File: config.mk
export PLATFORM = sky130hd
export DESIGN_NAME = rde_front
export DESIGN_NICKNAME = d
export VERILOG_FILES = /design/src/hw/rtl/rde_pkg.sv /design/src/hw/rtl/rde_front.sv
export SDC_FILE = /design/constraint.sdc
export NUM_CORES = 1
export LEC_CHECK = 0
export BUFFER_PORTS_ARGS = -buffer_cell sky130_fd_sc_hd__buf_2
export CORE_UTILIZATION = 55
export CTS_CLUSTER_SIZE = 14
export DETAILED_ROUTE_END_ITERATION = 16
export PLACE_DENSITY = 0.84
export REMOVE_ABC_BUFFERS = 1
export SETUP_SLACK_MARGIN = 0.2
export SYNTH_ARGS = -nofsm -noshare
export SYNTH_HDL_FRONTEND = slang
export SYNTH_SLANG_ARGS = --single-unit
File: constraint.sdc
create_clock -name clk_i -period 5.4 [get_ports clk_i]
set_clock_uncertainty 0.1 [all_clocks]
set_input_delay 1.08 -clock clk_i [delete_from_list [all_inputs] [get_ports clk_i]]
set_output_delay 1.08 -clock clk_i [all_outputs]
set_load 0.005 [all_outputs]
File: src/hw/rtl/rde_pkg.sv
// ----------------------------------------------------------------------------
// rde_pkg: shared types and constants of the RSSI distance estimator
// Field widths, register codes, fixed-point constants and the structs that
// travel between the front end, the back end and the divider.
// ----------------------------------------------------------------------------
package rde_pkg;

  localparam int WINDOW_DEPTH_DEF = 5;

  localparam int RSSI_W     = 13;
  localparam int SNR_W      = 10;
  localparam int LOSS_W     = 12;
  localparam int DIST_W     = 32;
  localparam int EXP_W      = 6;
  localparam int WGT_W      = 9;
  localparam int CFG_IDX_W  = 2;
  localparam int CFG_DATA_W = 12;

  localparam int S_TDATA_W = 24;  // rssi, snr, zero pad
  localparam int M_TDATA_W = 56;  // distance, median_loss, smoothed_loss_out
  localparam int M_TUSER_W = 2;   // outlier_replaced, valid_res

  localparam int QUEUE_DEPTH = 2;

  typedef enum logic [CFG_IDX_W-1:0] {
    CFG_REF_LOSS = 2'd0,
    CFG_EXPONENT = 2'd1,
    CFG_WEIGHT   = 2'd2
  } cfg_idx_e;

  localparam logic [LOSS_W-1:0] REF_RESET = 12'd1440;
  localparam logic [EXP_W-1:0]  EXP_RESET = 6'd23;
  localparam logic [WGT_W-1:0]  WGT_RESET = 9'd128;
  localparam logic [WGT_W-1:0]  WGT_FULL  = 9'd256;

  localparam logic signed [SNR_W-1:0] SNR_REPLACE_MIN = 10'sd40;

  localparam logic [29:0] LOG2_10_Q28 = 30'd891723283;
  localparam logic [29:0] LN2_Q30     = 30'd744261118;
  localparam int          FRAC_W      = 28;
  localparam int          K_W         = 12;
  localparam int          EXP_BIAS    = 22;   // 30 fraction bits less 8 output bits
  localparam int          TERMS       = 14;

  localparam int DIV_NUM_W     = 44;
  localparam int DIV_DEN_W     = 10;
  localparam int DIV_STEP_BITS = 4;

  typedef struct packed {
    logic [LOSS_W-1:0] loss;
    logic              store;
    logic              test;
  } item_t;

  typedef struct packed {
    logic                 start;
    logic [DIV_NUM_W-1:0] num;
    logic [DIV_DEN_W-1:0] den;
  } div_req_t;

  typedef struct packed {
    logic                 done;
    logic [DIV_NUM_W-1:0] quot;
  } div_rsp_t;

endpackage

File: src/hw/rtl/rde_front.sv
// ----------------------------------------------------------------------------
// rde_front: input beat classification and item queue
// Turns each input beat into a clamped path loss plus store and outlier-test
// flags, and holds the items in a short queue for the back end.
// ----------------------------------------------------------------------------
module rde_front (
  input  logic                           clk_i,
  input  logic                           rst_ni,
  input  logic                           s_axis_tvalid,
  output logic                           s_axis_tready,
  // [12:0] rssi, [22:13] snr, [23] zero
  input  logic [rde_pkg::S_TDATA_W-1:0]  s_axis_tdata,
  output logic                           item_valid_o,
  output rde_pkg::item_t                 item_o,
  input  logic                           item_pop_i
);
  import rde_pkg::*;

  localparam int QPW = $clog2(QUEUE_DEPTH);

  logic signed [RSSI_W-1:0] rssi;
  logic signed [SNR_W-1:0]  snr;
  logic signed [RSSI_W:0]   neg_rssi;
  item_t                    item_in;

  item_t            mem_q [QUEUE_DEPTH];
  logic [QPW-1:0]   wr_ptr_q, rd_ptr_q;
  logic [QPW:0]     cnt_q;
  logic             push, pop;

  always_comb begin
    rssi     = s_axis_tdata[RSSI_W-1:0];
    snr      = s_axis_tdata[RSSI_W +: SNR_W];
    neg_rssi = -$signed({rssi[RSSI_W-1], rssi});
    // Negative loss clamps to zero; the single value above the range saturates.
    priority if (neg_rssi[RSSI_W]) begin
      item_in.loss = '0;
    end else if (neg_rssi[LOSS_W]) begin
      item_in.loss = '1;
    end else begin
      item_in.loss = neg_rssi[LOSS_W-1:0];
    end
    item_in.store = !snr[SNR_W-1];
    item_in.test  = (snr >= SNR_REPLACE_MIN);
  end

  assign s_axis_tready = (cnt_q != (QPW+1)'(QUEUE_DEPTH));
  assign push          = s_axis_tvalid && s_axis_tready;
  assign item_valid_o  = (cnt_q != '0);
  assign pop           = item_pop_i && item_valid_o;
  assign item_o        = mem_q[rd_ptr_q];

  always_ff @(posedge clk_i or negedge rst_ni) begin
    if (!rst_ni) begin
      wr_ptr_q <= '0;
      rd_ptr_q <= '0;
      cnt_q    <= '0;
    end else begin
      if (push) begin
        wr_ptr_q <= wr_ptr_q + 1'b1;
      end
      if (pop) begin
        rd_ptr_q <= rd_ptr_q + 1'b1;
      end
      if (push && !pop) begin
        cnt_q <= cnt_q + 1'b1;
      end else if (pop && !push) begin
        cnt_q <= cnt_q - 1'b1;
      end
    end
  end

  always_ff @(posedge clk_i) begin
    if (push) begin
      mem_q[wr_ptr_q] <= item_in;
    end
  end

endmodule

# Yosys cells after proc, flatten, opt, wreduce, memory -nomap -nowiden
# Memory sizes are Yosys's and may differ from the RTL's.
# Cells that the tools add are included.
[op_classes] n_eq_ne=1 order_cmp=1 n_addsub=5 n_reduce_logical=9 n_mux=6
[op_table] op="12-bit two-way mux" n=2
[op_table] op="13-bit negation with 14-bit output" n=1
[op_table] op="10-bit by 7-bit >= comparator with 1-bit output, second input constant" n=1
[op_table] op="1-bit logical AND" n=4
[op_table] op="2-bit two-way mux" n=2
[op_table] op="2-bit nonzero test" n=2
[op_table] op="1-bit logical NOT" n=3
[op_table] op="1-bit adder, second input constant" n=2
[op_table] op="2-bit by 1-bit adder with 2-bit output, second input constant" n=1
[op_table] op="1-bit two-way mux" n=2
[op_table] op="2-bit inequality test, second input constant" n=1
[op_table] op="2-bit by 1-bit subtractor with 2-bit output, second input constant" n=1
[totals] regBits=4 wordCells=26 mem_count=1 output_inout_bits=16 ramBits=28
[mem_list] name="mem_q" depth=2 width=14 read_ports=1 rd_clocked_by_memory_dff=0 write_ports=1 line_no="rde_front.sv:26" text="item_t mem_q [QUEUE_DEPTH];"

# Logic depth before layout (Yosys ltp)
[logic_depth] depth_word=6 mapped_depth=7 depth_no_buf=7

# Worst setup path after synthesis
# OpenSTA, ideal clock, no wires.
[synth_path] kind="input to register" from="in s_axis_tdata[4] (netlist bit)" to="mem mem_q[0][3] (netlist bit), data pin" stages=5 setup_ns=0.274 arrival_time_ns=2.310 path_slack_ns=2.716 n_path_buf=1 t_required_ns=5.026 cell_sequence="or4_4 -> nor4_2 -> xor2_1 -> buf_4 -> a21oi_1"
[synth_lines] element="from (decl)" line_no="rde_front.sv:12" text="input logic [rde_pkg::S_TDATA_W-1:0] s_axis_tdata,"
[synth_lines] element="to (decl)" line_no="rde_front.sv:26"

==> results list <==
- Result of the run: complete, no violations
- Library cell occupying the most area in the post-synthesis netlist: edfxtp_1
- After floorplanning, the core was divided into 18 placement rows.
* Flops & latches, synth: 32
- At the pin with the least slew margin, the transition time is 1.13 ns.
* Initial core utilization: 0.607
* Count of yosys warnings during synthesis: 0
- Number of enable flip-flop cells after synthesis: 28
- # Post-CTS Setup Buffers: 0
- The cell area that synthesis handed to floorplanning was 1560 sq um.
- Gate power share: 0.310
* Post-cts hold buffer count: 0
* Number of buffers on the longest clock path: 2
* Die Area: 3050 sq um
- Routed wire length per instance: 14.0 um
- The worst setup path is of the primary input to flop kind.
* Worst Path Arrival: 2.92 ns
- Wires add up to 2.71 mm.
- Input and output buffers added on the ports amount to 39.
- In this run, CTS created clock tree buffers numbering 5.
- The first global-routing pass estimated 4.53 mm of wire.
- Gates resized during post-CTS repair numbered 0.
- Worst min path class: flop to flop
- Area growth syn-to-layout: 17.5%
- The final layout contains 194 nets.
- Ranked by total cell area, the synthesized netlist is headed by edfxtp_1, mux2_2, dfrtp_1, xnor2_1, a21oi_1.
- In this run the worst path has a maximum fanout of 11.
- Power, Total: 0.759 mW
- In the synthesized netlist, the cells that appear most often are edfxtp_1, mux2_2, a21oi_1.
* Setup TNS after final layout: 0 ns
* I/O pin count: 44
* Max Clock Freq: 333 MHz
- Among all flip-flop cells after synthesis, the most frequent one is edfxtp_1.
- The share of synthesized area in the top cell type comes to 0.540.
- Pins Over Slew Limit: 0
- After global routing the overflow that remains totals 0.
- At the end of routability-driven placement, the weighted congestion stood at 0.735.
* Tightest slew margin relative to the limit: 0.246
* Fraction of final layout cells with drive strength greater than 1: 0.378
- For the worst-skew pair, the clock arrives at the later sink with an insertion delay of 0.32 ns.
- Count of clock tree sinks: 32
- Detailed placement ended at an HPWL of 2.06 mm.
- After detailed routing, the number of remaining DRC violations is 0.
- Yosys mapped the design onto 26 distinct sky130hd cell types.
- Dividing the final minimum period by the clock period gives 0.556.
- Detailed Routing Iterations Pass 1: 6
* Worst-path clk slew: 0.09 ns
- The most common cell in the synthesized netlist is edfxtp_1.
- Data on the critical path is required at its endpoint by 5.32 ns.
- Cell internal pwr: 0.537 mW
- In the synthesized netlist the async set-or-reset flop fraction comes to 0.125.
* Final worst path period need: 3.00 ns
- TritonCTS built the clock tree.
- The share of total power dissipated in sequential elements is 0.511.
- The number of antenna violations at the first check in global routing is 0.
* Part of the Yosys area used for sequential elements: 0.604
- Once detail routing completed, the nets flagged for antenna violations numbered 0.
- Count of antenna diodes in the layout: 0
* Static leakage: 0.730 nW
- Total track usage: 0.193
- Final Hold Fails: 0
- Max capacitance violation total: 0
- Maximum vdd ir drop: 0.397 mV
- Of the total power, the share spent switching nets is 0.293.
- Pin count of the biggest net entering global routing: 16
- The analysis attributes to net switching a power of 0.222 mW.
* Count of vias placed by the detailed router: 1085
- Power per cell area: 415 nW/um^2
* Post-Synthesis Mean Instance Area: 12.9 sq um
- Number of global-route vias before repair: 1064
- Setup repair after global routing left no endpoint under its margin.
* CP endpoint kind: flop
* Root Buffer: clkbuf_4
- In the routed layout, each cell is associated on average with a via count of 5.59.
- Number of instances in the synthesized netlist: 121
- In this run the horizontal extent of the chip is 55.2 um.
- Count of H-tree levels built during CTS: 2
* Number of DRC markers after the initial detailed-route iteration: 26
- The floorplan step defined a core boundary enclosing 2570 sq um.
* Share of total power in the clock network: 0.179
* Final setup viols: 0
- The worst setup path is launched from a primary input.
- Die Span Y: 55.2 um
## state kept, by name, summed over array words and instances, names as in the netlist
signal,flops
mem_q,28
cnt_q,2
rd_ptr_q,1
wr_ptr_q,1
## routing by layer
layer	up-vias	share of wire	track usage
met2	42	0.52	0.344
met5	-	0	0
met1	506	0.40	0.215
li1	531	-	-
met4	0	0.016	0.0964
met3	6	0.064	0.0445
## cell type report
| cell class | instances | area [sq um] |
|---|---|---|
| flip-flops and latches | 32 | 941 |
| fillers | 193 | 737 |
| multi-input cells | 80 | 579 |
| repair buffers | 39 | 195 |
| clock buffers | 8 | 58.8 |
| well taps | 30 | 37.5 |
| inverters | 5 | 18.8 |
## layout by cell type, fill, tap and decap left out
| master | count |
|---|---|
| buf_2 | 39 |
| edfxtp_1 | 28 |
| mux2_2 | 14 |
| a21oi_1 | 13 |
| xnor2_1 | 8 |
| nor2_1 | 7 |
| nand2_1 | 6 |
| xor2_1 | 6 |
| inv_1 | 5 |
| clkbuf_4 | 5 |
| nor3_1 | 4 |
| dfrtp_1 | 4 |
| o21ai_0 | 3 |
| ha_1 | 3 |
| nand2b_1 | 2 |
| or4_1 | 2 |
| nor4_1 | 2 |
| nand3_1 | 2 |
| clkbuf_1 | 2 |
| or4_4 | 1 |
| nor4_2 | 1 |
| nand4_1 | 1 |
| a31oi_1 | 1 |
| o31ai_1 | 1 |
| or2_2 | 1 |
| and3_1 | 1 |
| nor2b_1 | 1 |
| clkbuf_8 | 1 |
## final timing paths
kind | slack, ns | cells after the start | end | startpoint
setup / recovery | 2.40 | 5 | mem_q[0][12]$_DFFE_PP_ | s_axis_tdata[8]
hold / removal | 0.39 | 1 | cnt_q[1]$_DFFE_PN0P_ | cnt_q[1]$_DFFE_PN0P_
setup reg to reg | 3.38 | 3 | mem_q[0][3]$_DFFE_PP_ | cnt_q[0]$_DFFE_PN0P_
hold reg to reg | 0.39 | 1 | cnt_q[1]$_DFFE_PN0P_ | cnt_q[1]$_DFFE_PN0P_
max in group asynchronous | 4.64 | 1 | cnt_q[1]$_DFFE_PN0P_ | rst_ni
min in group asynchronous | 0.45 | 1 | rd_ptr_q$_DFFE_PN0P_ | rst_ni
## critical path, stage by stage
cell and delay [ns]:
buf_2 0.12, or4_1 0.57, nor4_2 0.30, xor2_1 0.63, a21oi_1 0.22
## logic make-up (layout without fill, tap and decap cells)
kind of cell    count (synthesis)  count (layout)  synth area share
flops                          32              32             0.604
simple gates                   31              31             0.108
compound gates                 18              18            0.0602
xor+xnor                       14              14            0.0787
mux                            14              14             0.101
buf+inv                         9              52            0.0241
fa+ha+maj                       3               3            0.0241
## through the flow
step | setup WS [ns] | area, sq um | util | cells | hold WS, ns
2_1_floorplan | 2.50 | 1540 | - | 117 | 0.356
3_3_place_gp | 2.16 | 1770 | 0.690 | 186 | 0.369
3_5_place_dp | 2.08 | 1770 | 0.690 | 186 | 0.388
4_1_cts | 2.43 | 1830 | 0.713 | 194 | 0.404
5_1_grt | 2.27 | 1830 | 0.713 | 194 | 0.418
6_report | 2.40 | 1830 | 0.713 | 194 | 0.394
## power groups by stage
stage,clock (mW),sequential [mW],combinational (mW)
floorplan,0,0.381,0.151
global placement,0,0.390,0.227
detailed placement,0,0.396,0.238
CTS,0.140,0.390,0.240
global route,0.151,0.397,0.258
finish,0.136,0.388,0.235
Note: power is estimated with default switching activity, not from simulation.
