$ cat src/hw/rtl/rde_pkg.sv
// ----------------------------------------------------------------------------
// rde_pkg: shared types and constants of the RSSI distance estimator
// Field widths, register codes, fixed-point constants and the structs that
// travel between the front end, the back end and the divider.
// ----------------------------------------------------------------------------
package rde_pkg;

  localparam int WINDOW_DEPTH_DEF = 5;

  localparam int RSSI_W     = 13;
  localparam int SNR_W      = 10;
  localparam int LOSS_W     = 12;
  localparam int DIST_W     = 32;
  localparam int EXP_W      = 6;
  localparam int WGT_W      = 9;
  localparam int CFG_IDX_W  = 2;
  localparam int CFG_DATA_W = 12;

  localparam int S_TDATA_W = 24;  // rssi, snr, zero pad
  localparam int M_TDATA_W = 56;  // distance, median_loss, smoothed_loss_out
  localparam int M_TUSER_W = 2;   // outlier_replaced, valid_res

  localparam int QUEUE_DEPTH = 2;

  typedef enum logic [CFG_IDX_W-1:0] {
    CFG_REF_LOSS = 2'd0,
    CFG_EXPONENT = 2'd1,
    CFG_WEIGHT   = 2'd2
  } cfg_idx_e;

  localparam logic [LOSS_W-1:0] REF_RESET = 12'd1440;
  localparam logic [EXP_W-1:0]  EXP_RESET = 6'd23;
  localparam logic [WGT_W-1:0]  WGT_RESET = 9'd128;
  localparam logic [WGT_W-1:0]  WGT_FULL  = 9'd256;

  localparam logic signed [SNR_W-1:0] SNR_REPLACE_MIN = 10'sd40;

  localparam logic [29:0] LOG2_10_Q28 = 30'd891723283;
  localparam logic [29:0] LN2_Q30     = 30'd744261118;
  localparam int          FRAC_W      = 28;
  localparam int          K_W         = 12;
  localparam int          EXP_BIAS    = 22;   // 30 fraction bits less 8 output bits
  localparam int          TERMS       = 14;

  localparam int DIV_NUM_W     = 44;
  localparam int DIV_DEN_W     = 10;
  localparam int DIV_STEP_BITS = 4;

  typedef struct packed {
    logic [LOSS_W-1:0] loss;
    logic              store;
    logic              test;
  } item_t;

  typedef struct packed {
    logic                 start;
    logic [DIV_NUM_W-1:0] num;
    logic [DIV_DEN_W-1:0] den;
  } div_req_t;

  typedef struct packed {
    logic                 done;
    logic [DIV_NUM_W-1:0] quot;
  } div_rsp_t;

endpackage

$ cat src/hw/rtl/rde_div.sv
// ----------------------------------------------------------------------------
// rde_div: iterative unsigned divider
// Restoring division that retires DIV_STEP_BITS quotient bits per cycle; shared by
// the log-ratio scaling and the series terms of the exponential.
// ----------------------------------------------------------------------------
module rde_div (
  input  logic              clk_i,
  input  logic              rst_ni,
  input  rde_pkg::div_req_t req_i,
  output rde_pkg::div_rsp_t rsp_o
);
  import rde_pkg::*;

  localparam int ITER = DIV_NUM_W / DIV_STEP_BITS;
  localparam int CW   = $clog2(ITER + 1);

  logic                 busy_q, done_q;
  logic [CW-1:0]        cnt_q;
  logic [DIV_NUM_W-1:0] quot_q, quot_n;
  logic [DIV_DEN_W-1:0] rem_q, rem_n, den_q;
  logic [DIV_DEN_W:0]   part;

  always_comb begin
    rem_n  = rem_q;
    quot_n = quot_q;
    part   = '0;
    for (int s = 0; s < DIV_STEP_BITS; s++) begin
      part   = {rem_n, quot_n[DIV_NUM_W-1]};
      quot_n = {quot_n[DIV_NUM_W-2:0], 1'b0};
      if (part >= {1'b0, den_q}) begin
        rem_n     = DIV_DEN_W'(part - {1'b0, den_q});
        quot_n[0] = 1'b1;
      end else begin
        rem_n = part[DIV_DEN_W-1:0];
      end
    end
  end

  always_ff @(posedge clk_i or negedge rst_ni) begin
    if (!rst_ni) begin
      busy_q <= 1'b0;
      done_q <= 1'b0;
      cnt_q  <= '0;
    end else begin
      done_q <= 1'b0;
      if (req_i.start) begin
        busy_q <= 1'b1;
        cnt_q  <= '0;
      end else if (busy_q) begin
        cnt_q <= cnt_q + 1'b1;
        if (cnt_q == CW'(ITER - 1)) begin
          busy_q <= 1'b0;
          done_q <= 1'b1;
        end
      end
    end
  end

  always_ff @(posedge clk_i) begin
    if (req_i.start) begin
      quot_q <= req_i.num;
      rem_q  <= '0;
      den_q  <= req_i.den;
    end else if (busy_q) begin
      quot_q <= quot_n;
      rem_q  <= rem_n;
    end
  end

  assign rsp_o.done = done_q;
  assign rsp_o.quot = quot_q;

endmodule

$ cat config.mk
export PLATFORM = sky130hd
export DESIGN_NAME = rde_div
export DESIGN_NICKNAME = d
export VERILOG_FILES = /design/src/hw/rtl/rde_pkg.sv /design/src/hw/rtl/rde_div.sv
export SDC_FILE = /design/constraint.sdc
export NUM_CORES = 1
export LEC_CHECK = 0
export ABC_AREA = 1
export ABC_CLOCK_PERIOD_IN_PS = 14900
export BUFFER_PORTS_ARGS = -buffer_cell sky130_fd_sc_hd__buf_2
export CAP_MARGIN = 25
export CELL_PAD_IN_SITES_DETAIL_PLACEMENT = 0
export CELL_PAD_IN_SITES_GLOBAL_PLACEMENT = 1
export CORE_UTILIZATION = 45
export CTS_BUF_LIST = sky130_fd_sc_hd__clkbuf_8
export CTS_CLUSTER_DIAMETER = 60
export CTS_CLUSTER_SIZE = 25
export DETAILED_ROUTE_END_ITERATION = 10
export PLACE_DENSITY = 0.87
export SETUP_SLACK_MARGIN = 0.3
export SLEW_MARGIN = 20
export SYNTH_ARGS = -nofsm -noshare
export SYNTH_HDL_FRONTEND = slang
export SYNTH_SLANG_ARGS = --single-unit
$ cat constraint.sdc
create_clock -name clk_i -period 14.9 [get_ports clk_i]
set_input_delay 0.745 -clock clk_i [delete_from_list [all_inputs] [get_ports clk_i]]
set_output_delay 0.745 -clock clk_i [all_outputs]
set_load 0.02 [all_outputs]
Yosys cells after proc, flatten, opt, wreduce, memory -nomap -nowiden --
Index checks and enable logic that the tools add are counted.
Word-level totals: bits in registers 70, bits of input ports 57, output and inout bits 45
Cells by class: $add $sub $neg 5, magnitude comparators 4, equality and inequality tests 1, mux-type cells 18, reductions and logical operators 1
Operators with widths (number):
- $mux W44 | 2
- $ge A11 B10 Y1 | 4
- $mux W10 | 4
- $sub A10 B10 Y10 | 4
- $mux W1 | 10
- $mux W4 | 2
- $add A4 B1 Y4 const B | 1
- $eq A4 B4 Y1 const B | 1
- $reduce_bool A2 Y1 | 1

Logic depth before layout (Yosys ltp) --
Gate-level depths: netlist (run 1).
depth in word-level cells 10, gate-level depth with buffers 52, gate-level depth less buffers 49

Worst setup path after synthesis (run 1) --
Ideal clock, no wire load.
kind flip-flop to flip-flop, start point reg den_q[1], end point reg quot_q[0], data pin, library setup time 0.268 ns, data arrival time 6.144 ns, data required time 14.632 ns, setup slack 8.487 ns, stages on the path, launching flop included 48, clock period less this slack 6.413 ns, cell sequence edfxtp_1 inv_1 ha_1 nand3_1 nand3_1 nand3_2 nand4_2 inv_2 buf_6 nand2_1 nand2_1 ha_1 nand2_1 nand2_1 nand3_1 nand2_1 nand2_1 nand4_1 [12 not listed] nand2_1 nand2_1 nand2_1 a21oi_2 nand2_4 buf_6 o21ai_1 inv_1 ha_1 a21oi_1 o21ai_1 a21o_1 a21oi_1 o21ai_0 a21oi_1 nand2_2 nor2_8 o21ai_0
On the way: word-level cells in the longest chain between the ends 10, elaborated cells on any way between the ends 13, classes of those cells 3 x add/sub; 4 x order compare; 6 x mux
Ends and longest elaborated chain:
- start, declared | line rde_div.sv:20 | logic [DIV_DEN_W-1:0] rem_q, rem_n, den_q;
- start signal, assigned | line rde_div.sv:63 | den_q <= req_i.den;
- $sub A10 B10 Y10 / $ge A11 B10 Y1 (equally long branches) | line rde_div.sv:31, rde_div.sv:30
- $mux W10 | line rde_div.sv:30 | if (part >= {1'b0, den_q}) begin
- $sub A10 B10 Y10 / $ge A11 B10 Y1 (equally long branches) | line rde_div.sv:31, rde_div.sv:30
- $mux W10 | line rde_div.sv:30
- $sub A10 B10 Y10 / $ge A11 B10 Y1 (equally long branches) | line rde_div.sv:31, rde_div.sv:30
- $mux W10 | line rde_div.sv:30
- $ge A11 B10 Y1 (*) | line rde_div.sv:30
- $mux W1 (*) | line rde_div.sv:30
- $mux W44 (*) | line rde_div.sv:64 | end else if (busy_q) begin
- $mux W44 (*) | line rde_div.sv:60 | if (req_i.start) begin
- end signal, assigned | line rde_div.sv:61 | quot_q <= req_i.num;
- end signal, assigned | line rde_div.sv:65 | quot_q <= quot_n;
- end, declared | line rde_div.sv:19 | logic [DIV_NUM_W-1:0] quot_q, quot_n;
Mark *: on every way between the ends. The rest lies on a longest branch, timed or not. The select of a mux whose other input is x is not followed. A chain may end at the register's enable or synchronous reset.

Worst setup path after layout (run 1) --
Same ends and word-level chain as after synthesis.

==> impl_metrics.toml, run 1 <==
[status]
run_status = "finished, final reports clean"

[synth]
postSynth.asyncResetShare = 0.08571
yosys.cell_types.count = 39
synth_top_area_share = 0.3164
syn_nets = 775
ys_ff_latch = 70
synthTopCellsByArea = "edfxtp_1 (32%), nand2_1 (20%), ha_1 (10%)"
syn_avg_cell_area_um2 = 7.626
ys_warn_count = 0
syn_area_um2 = 5125
synth_edf_count = 54
synth-main-ff-cell = "edfxtp_1"
synth_cells = 672
synth-seq-area-share = 0.3848
yosysTopAreaCell = "edfxtp_1"

[sta]
tightest_slew_ns = 0.9757
fmax_ghz = 0.1339
finalMaxSlewViolations = 0
holdWs_ns = 0.2053
setup_viol = 0
max_slew_margin = 0.3486
fin_tns_setup_ns = 0
worst_clock_skew_ns = 0.005759
finalCritPeriodShare = 0.5014
rsz0062_at_grt = "false"
period_minus_slack_ns = 7.471
hold_viol = 0

[grt]
first_global_vias = 4590
grt_pass1_wl_mm = 22.14
grt_overflow = 0
grt_max_degree = 61
track_usage = 0.2495
antenna_found_initial = 0

[die]
die_h_um = 108.7
die_area_um2 = 11820
std_cell_rows = 38
start_util = 0.4666
die_w_um = 108.7
coreArea_um2 = 10980
pin_count = 102

[placed_design]
placed_cell_area_um2 = 5737
gp_congestion = 0.9301
io_buffer_count = 101
dpl.hpwl_mm = 10.94
dp_cells = 900

[routing]
dr.pass1.iters = 5
vias_per_cell = 5.143
drc_errors = 0
wl_per_cell_um = 15.37
drt_iter0_markers = 253
vias = 4711
antenna_left = 0
wirelength_mm = 14.08

[critical_path]
path_class = "reg2reg"
worstPathArrival_ns = 7.55
cp-end-kind = "flip-flop"
slowest_stage = "edfxtp_1"
cp_max_fo = 19
required_ns = 14.97
crit_top_cell = "nand2_1"
cp-start-kind = "flip-flop"
critPathMaxStageDelay_ns = 0.51

[clocking]
cts_sinks = 70
clock_latency_ns = 0.35
cts_setup_buffers = 0
numCtsBuffers = 9
cts_buffer_depth = 2
cts.reportedPaths.clkPinSlew_ns = 0.08
cts-root-buf = "clkbuf_8"
cts_tree = "yes"
cts_max_level = 3
cts_resized = 0
postCtsHoldBufs = 0

[job]
cap_violations = 0

[min_path]
hp-class = "in2async"

[layout]
drive_above_1_share = 0.1791
areaGrowthSynthToFinish_pct = 15.01
finalNonFillerCells = 916
antenna_cells = 0
final_cell_mix = "nand2_1 (273), buf_2 (101), inv_1 (74)"
fin_nets = 874
design_area_um2 = 5894
mostFrequentLayoutCell = "nand2_1"
[sequential cells by signal, indices dropped and copies added, names as in the netlist]
register and cells:
cnt_q 4, den_q 10, done_q 1, quot_q 44
rem_q 10, busy_q 1
[synth_stat cells, types with 2 or more instances]
cell type and count:
nand2_1 273, nand2_2 5, dfrtp_1 6, inv_1 73, nand3_2 5, dfxtp_1 10, o21ai_2 4, o21bai_1 2
xor2_1 20, buf_6 3, a21o_1 4, nor2_1 24, clkbuf_1 10, a21oi_1 28, inv_2 4, nor4_1 2
nor3_1 6, xnor2_1 6, o21ai_1 20, a31oi_1 3, edfxtp_1 54, o21ai_0 15, nand3_1 28, nand4_1 8
ha_1 42, fa_1 4
[logic make-up (layout without fill, tap and decap cells)]
group / after synthesis / count (layout) / share of synthesized area
AOI/OAI and AO/OA: 81 / 81 / 0.08862
adders and majority gates: 46 / 46 / 0.1182
and+or+nand+nor: 356 / 356 / 0.2905
DFF: 70 / 70 / 0.3848
xor gates and xnor gates: 26 / 26 / 0.04443
buffers and inverters: 93 / 197 / 0.07348
[metal layers]
layer	up-vias	GRT usage	part of all wire
met2	141	0.4150	0.48
li1	2385	-	-
met5	-	0	0
met4	0	0.09363	0.023
met1	2162	0.3103	0.43
met3	23	0.06455	0.069
[per-stage QoR]
stage / utilization / worst slack [ns]
final: 0.5367 / 7.429
after global routing: 0.5367 / 6.730
after CTS: 0.5367 / 7.508
after detailed placement: 0.5223 / 7.547
after global placement: 0.5223 / 7.688
after floorplan: - / 8.487
[worst max-delay path: cells and delay by family (launching register included)]
family / cells / cell delay (ns)
buf+inv: 4 / 0.79
fa+ha+maj: 4 / 1.29
simple gates: 24 / 2.46
compound gates: 12 / 2.12
flops: 1 / 0.51
[worst paths after layout]
kind | startpoint | to | slack (ns) | cells after the start
max reg2reg | den_q[1] | quot_q[0] | 7.43 | 44
max in group asynchronous | rst_ni | cnt_q[2] | 14.55 | 1
min | rst_ni | cnt_q[0] | 0.21 | 1
max | den_q[1] | quot_q[0] | 7.43 | 44
min in group clk_i | cnt_q[2] | done_q | 0.46 | 1
min reg2reg | cnt_q[2] | done_q | 0.46 | 1
[layout make-up]
class	instances	area (um2)
multi-input combinational	509	2776
timing repair buffer	103	520.5
sequential	70	1972
clock inverter	7	33.78
fill	1091	5089
clock buffer	9	123.9
tap	140	175.2
inverter	78	292.8
Power of run 1 is left out: the tool's default activity adds up to more than one toggle a clock period on the data nets, which glitch-free logic cannot reach.
==> inputs of run 2 (changes only) <==
- ABC_CLOCK_PERIOD_IN_PS: 14900 -> 7100
- CORE_UTILIZATION: 45 -> 42
- PLACE_DENSITY: 0.87 -> 0.82
- clock period: 14.9 -> 7.1 ns (I/O delays scaled with it)
==> impl_metrics.toml, run 2 (same netlist as run 1, synthesis figures left out) <==
[layout]
drive_above_1_share = 0.3289
largest_register_ffs = 44
multi_input_area_um2 = 3428
largest_register = "quot_q"
mostFrequentLayoutCell = "nand2_1"
fin_nets = 931
reg.largest.list = "quot_q x44, den_q x10, rem_q x10"
final_cell_mix = "nand2_1 (258), buf_2 (101), inv_1 (66)"
fill_cells = 1034
ff_latch_area_um2 = 1972
antenna_cells = 0
areaGrowthSynthToFinish_pct = 37.18

[clocking]
numCtsBuffers = 9
cts_max_level = 3
cts.reportedPaths.clkPinSlew_ns = 0.08
cts-root-buf = "clkbuf_8"
cts_buffer_depth = 2
cts_tree = "yes"
cts_sinks = 70
clock_latency_ns = 0.36

[routing]
vias = 5078
wirelength_mm = 16.06
wl_per_cell_um = 16.46
drt_iter0_markers = 297
dr.pass1.iters = 5
vias_per_cell = 5.203
drc_errors = 0
antenna_left = 0

[status]
run_status = "finished, final reports clean"

[grt]
grt_pass1_wl_mm = 23.27
first_global_vias = 4718
grt_overflow = 0
antenna_found_initial = 0
grt_max_degree = 61
track_usage = 0.2397

[critical_path]
cp-start-kind = "flip-flop"
required_ns = 7.20
slowest_stage = "edfxtp_1"
path_class = "reg2reg"
crit_top_cell = "nand2_1"
ff2ff_setup_slack_ns = 0.52
r2r-end = "quot_q[0]"
reg2reg_depth = 44
worstPathArrival_ns = 6.68
critPathMaxStageDelay_ns = 0.48
cp_max_fo = 10
cp-end-kind = "flip-flop"
rr_startpoint = "den_q[0]"

[die]
std_cell_rows = 39
coreArea_um2 = 11660
start_util = 0.4394
die_w_um = 112.5
die_h_um = 112.5
die_area_um2 = 12650
pin_count = 102

[sta]
setup_viol = 0
rsz0062_at_grt = "false"
max_slew_margin = 0.3952
finalCritPeriodShare = 0.9263
hold_viol = 0
fin_tns_setup_ns = 0
tightest_slew_ns = 0.9039
worst_clock_skew_ns = 0.009561
fmax_ghz = 0.1520
period_minus_slack_ns = 6.577
finalMaxSlewViolations = 0

[placed_design]
gp_congestion = 0.9527
dpl.hpwl_mm = 11.22
io_buffer_count = 101

[min_path]
hold_start = "req_i[2]"
hp-class = "in2reg"
holdPathEnd = "den_q[2]"
holdPathStages = 1

[job]
cap_violations = 0
run 2: cell types whose count changed in the layout (fill, tap and decap cells not counted), moves of 8 or more:
cell / previous run / this run
buf_4: 2 / 47
ha_1: 42 / 18
ha_4: 0 / 24
inv_1: 74 / 66
nand2_1: 273 / 258
nand2_2: 5 / 18
o21ai_1: 20 / 7
o21ai_4: 0 / 12
run 2: worst max-delay path: cells and delay by family, from the launching register on:
family                   cells  cell delay [ns]
adder cells (fa/ha/maj)      4             0.92
flip-flops                   1             0.48
AND/OR/NAND/NOR             22             2.30
buffers and inverters        6             0.84
AO/OA/AOI/OAI               12             1.74
run 2: how the worst max path moves through the flow:
| stage | cells past startpoint | end | startpoint | slack [ns] |
|---|---|---|---|---|
| after floorplan | 47 | quot_q[0] | den_q[1] | 0.69 |
| after global placement | 41 | quot_q[0] | den_q[2] | 0.21 |
| after detailed placement | 41 | quot_q[0] | den_q[2] | 0.05 |
| after CTS | 41 | quot_q[0] | den_q[2] | 0.33 |
| after global routing | 45 | rem_q[2] | den_q[7] | 0.14 |
| final | 44 | quot_q[0] | den_q[0] | 0.52 |
run 2: cell type report:
cell class / count / share of cell area
clock buffer: 9 / 0.01762
tap: 143 / 0.02545
clock inverter: 7 / 0.009432
timing repair buffer: 154 / 0.1340
timing repair inverter: 2 / 0.002314
sequential: 70 / 0.2805
multi-input combinational: 513 / 0.4876
inverter: 78 / 0.04307
run 2: what timing repair did:
action | CTS | global route
pin swaps | 0 | 39
hold buffers | 1 | 0
setup buffers | 1 | 35
endpoints found under the hold margin | 6 | 0
setup endpoints to repair | 11 | 11
resized for setup | 11 | 108
gates cloned | 1 | 5
run 2: through the flow:
step | cells | hold WS, ns | instance area (um2) | util | worst slack [ns]
final | 976 | 0.1603 | 7030 | 0.6028 | 0.5231
after global routing | 976 | 0.1530 | 7030 | 0.6028 | 0.1361
after CTS | 935 | 0.1527 | 6097 | 0.5228 | 0.3262
after detailed placement | 916 | 0.1872 | 5838 | 0.5006 | 0.05030
after global placement | 916 | 0.1807 | 5838 | 0.5006 | 0.2051
after floorplan | 672 | 0.05941 | 5125 | - | 0.6872
run 2: layer usage:
layer  vias to the layer above  global-route usage  share of wire
met1                      2340              0.2996           0.43
li1                       2516                   -              -
met3                        38             0.05994          0.064
met2                       184              0.3967           0.47
met5                         -                   0              0
met4                         0             0.09778          0.036
Power of run 2 is left out for the same reason.
==> inputs of run 3 (changes only) <==
- ABC_CLOCK_PERIOD_IN_PS: 7100 -> 5830
- CORE_UTILIZATION: 42 -> 38
- PLACE_DENSITY: 0.82 -> 0.78
- clock period: 7.1 -> 5.83 ns (I/O delays scaled with it)
==> impl_metrics.toml, run 3 (same netlist as run 1, synthesis figures left out) <==
[critical_path]
path_class = "reg2reg"
cp_max_fo = 7
required_ns = 6.13
reg2reg_depth = 44
critPathMaxStageDelay_ns = 0.43
worstPathArrival_ns = 6.65
cp-end-kind = "flip-flop"
slowest_stage = "edfxtp_1"
cp-start-kind = "flip-flop"
rr_startpoint = "quot_q[43]"
r2r-end = "rem_q[9]"
ff2ff_setup_slack_ns = -0.52
crit_top_cell = "nand2_2"

[placed_design]
io_buffer_count = 101
dpl.hpwl_mm = 12.39
dp_cells = 1070
gp_congestion = 0.9150

[die]
die_area_um2 = 13950
pin_count = 102
std_cell_rows = 42
die_h_um = 118.1
die_w_um = 118.1
start_util = 0.3885
coreArea_um2 = 13190

[routing]
antenna_left = 0
dr.pass1.iters = 5
vias = 5503
drt_iter0_markers = 332
drc_errors = 0
wirelength_mm = 16.86
wl_per_cell_um = 14.91
vias_per_cell = 4.866

[status]
violations = "setup timing"
run_status = "complete, but fails checks"

[clocking]
cts-root-buf = "clkbuf_8"
cts.reportedPaths.clkPinSlew_ns = 0.08
cts_sinks = 70
clock_latency_ns = 0.36
cts_tree = "yes"
numCtsBuffers = 9
cts_max_level = 3
cts_buffer_depth = 2

[layout]
areaGrowthSynthToFinish_pct = 53.93
multi_input_area_um2 = 3378
largest_register_ffs = 44
drive_above_1_share = 0.4241
finalNonFillerCells = 1131
mostFrequentLayoutCell = "nand2_1"
fill_cells = 1207
reg.largest.list = "quot_q x44, den_q x10, rem_q x10"
fin_nets = 1053
final_cell_mix = "nand2_1 (258), buf_4 (174), buf_2 (101)"
ff_latch_area_um2 = 1972
largest_register = "quot_q"
antenna_cells = 0

[job]
cap_violations = 0

[min_path]
holdPathStages = 1
hp-class = "in2reg"
holdPathEnd = "den_q[4]"
hold_start = "req_i[4]"

[sta]
finalCritPeriodShare = 1.090
max_slew_margin = 0.3386
hold_viol = 0
finalMaxSlewViolations = 0
fmax_ghz = 0.1574
rsz0062_at_grt = "true"
setup_viol = 11
setup_ws_ns = -0.5221
tightest_slew_ns = 0.9922
period_minus_slack_ns = 6.352
worst_clock_skew_ns = 0.009580

[grt]
grt_max_degree = 60
grt_overflow = 0
grt_pass1_wl_mm = 26.03
track_usage = 0.2401
first_global_vias = 5394
antenna_found_initial = 0
## run 3: cell count changes in the layout (fill, tap and decap cells not counted), sizes merged
cell      previous run  this run
inv                 79        78
bufinv               1         0
clkinvlp             3         2
buf                153       277
clkinv               4         6
nand2              281       280
## run 3: per-layer routing
| layer | part of all wire | wire, um | GRT usage |
|---|---|---|---|
| met4 | 0.027 | 461 | 0.07933 |
| met1 | 0.45 | 7577 | 0.3035 |
| met3 | 0.051 | 868 | 0.04633 |
| met2 | 0.47 | 7952 | 0.4096 |
| met5 | 0 | 0 | 0 |
## run 3: how the worst max path moves through the flow
stage / endpoint / from / cells after the start / slack, ns
final: rem_q[9] / quot_q[43] / 44 / -0.52
after global routing: rem_q[9] / quot_q[43] / 44 / -0.85
after global placement: quot_q[0] / quot_q[43] / 42 / -0.59
after CTS: quot_q[0] / quot_q[43] / 40 / -0.28
after floorplan: quot_q[0] / quot_q[43] / 44 / -0.31
after detailed placement: quot_q[0] / quot_q[43] / 42 / -0.77
## run 3: stage by stage
step	area (um2)	setup WS [ns]	hold slack, ns	utilization	TNS [ns]
after floorplan	5274	-0.3138	-0.004091	-	-2.601
after global placement	6937	-0.5882	0.1210	0.5259	-5.861
after detailed placement	6937	-0.7698	0.1238	0.5259	-7.665
after CTS	7612	-0.2801	0.09566	0.5771	-2.881
after global routing	7889	-0.8481	0.09598	0.5981	-9.038
final	7889	-0.5221	0.1109	0.5981	-5.605
## run 3: final cells by class
| cell class | instances | share of cell area |
|---|---|---|
| multi-input cells | 512 | 0.4282 |
| repair inverters | 1 | 0.0009516 |
| clock buffers | 9 | 0.01570 |
| flip-flops and latches | 70 | 0.2500 |
| well taps | 176 | 0.02791 |
| inverters | 78 | 0.03807 |
| repair buffers | 278 | 0.2338 |
| clock inverters | 7 | 0.005393 |
## run 3: worst max-delay path: cells and delay by family (launching register included)
kind                     cells  cell delay [ns]
AND/OR/NAND/NOR             20             1.77
buffers and inverters        6             0.69
AO/OA/AOI/OAI               12             1.89
adder cells (fa/ha/maj)      5             1.36
flip-flops                   1             0.43
XOR/XNOR                     1             0.18
## run 3: what timing repair did
action,4_1_cts,5_1_grt
buffers inserted,32,8
endpoints found under the hold margin,6,0
cloned,4,0
gates resized for setup,45,41
pin swaps,31,48
hold buffers,1,0
endpoints found under the setup margin,11,11
Power of run 3 is left out for the same reason.
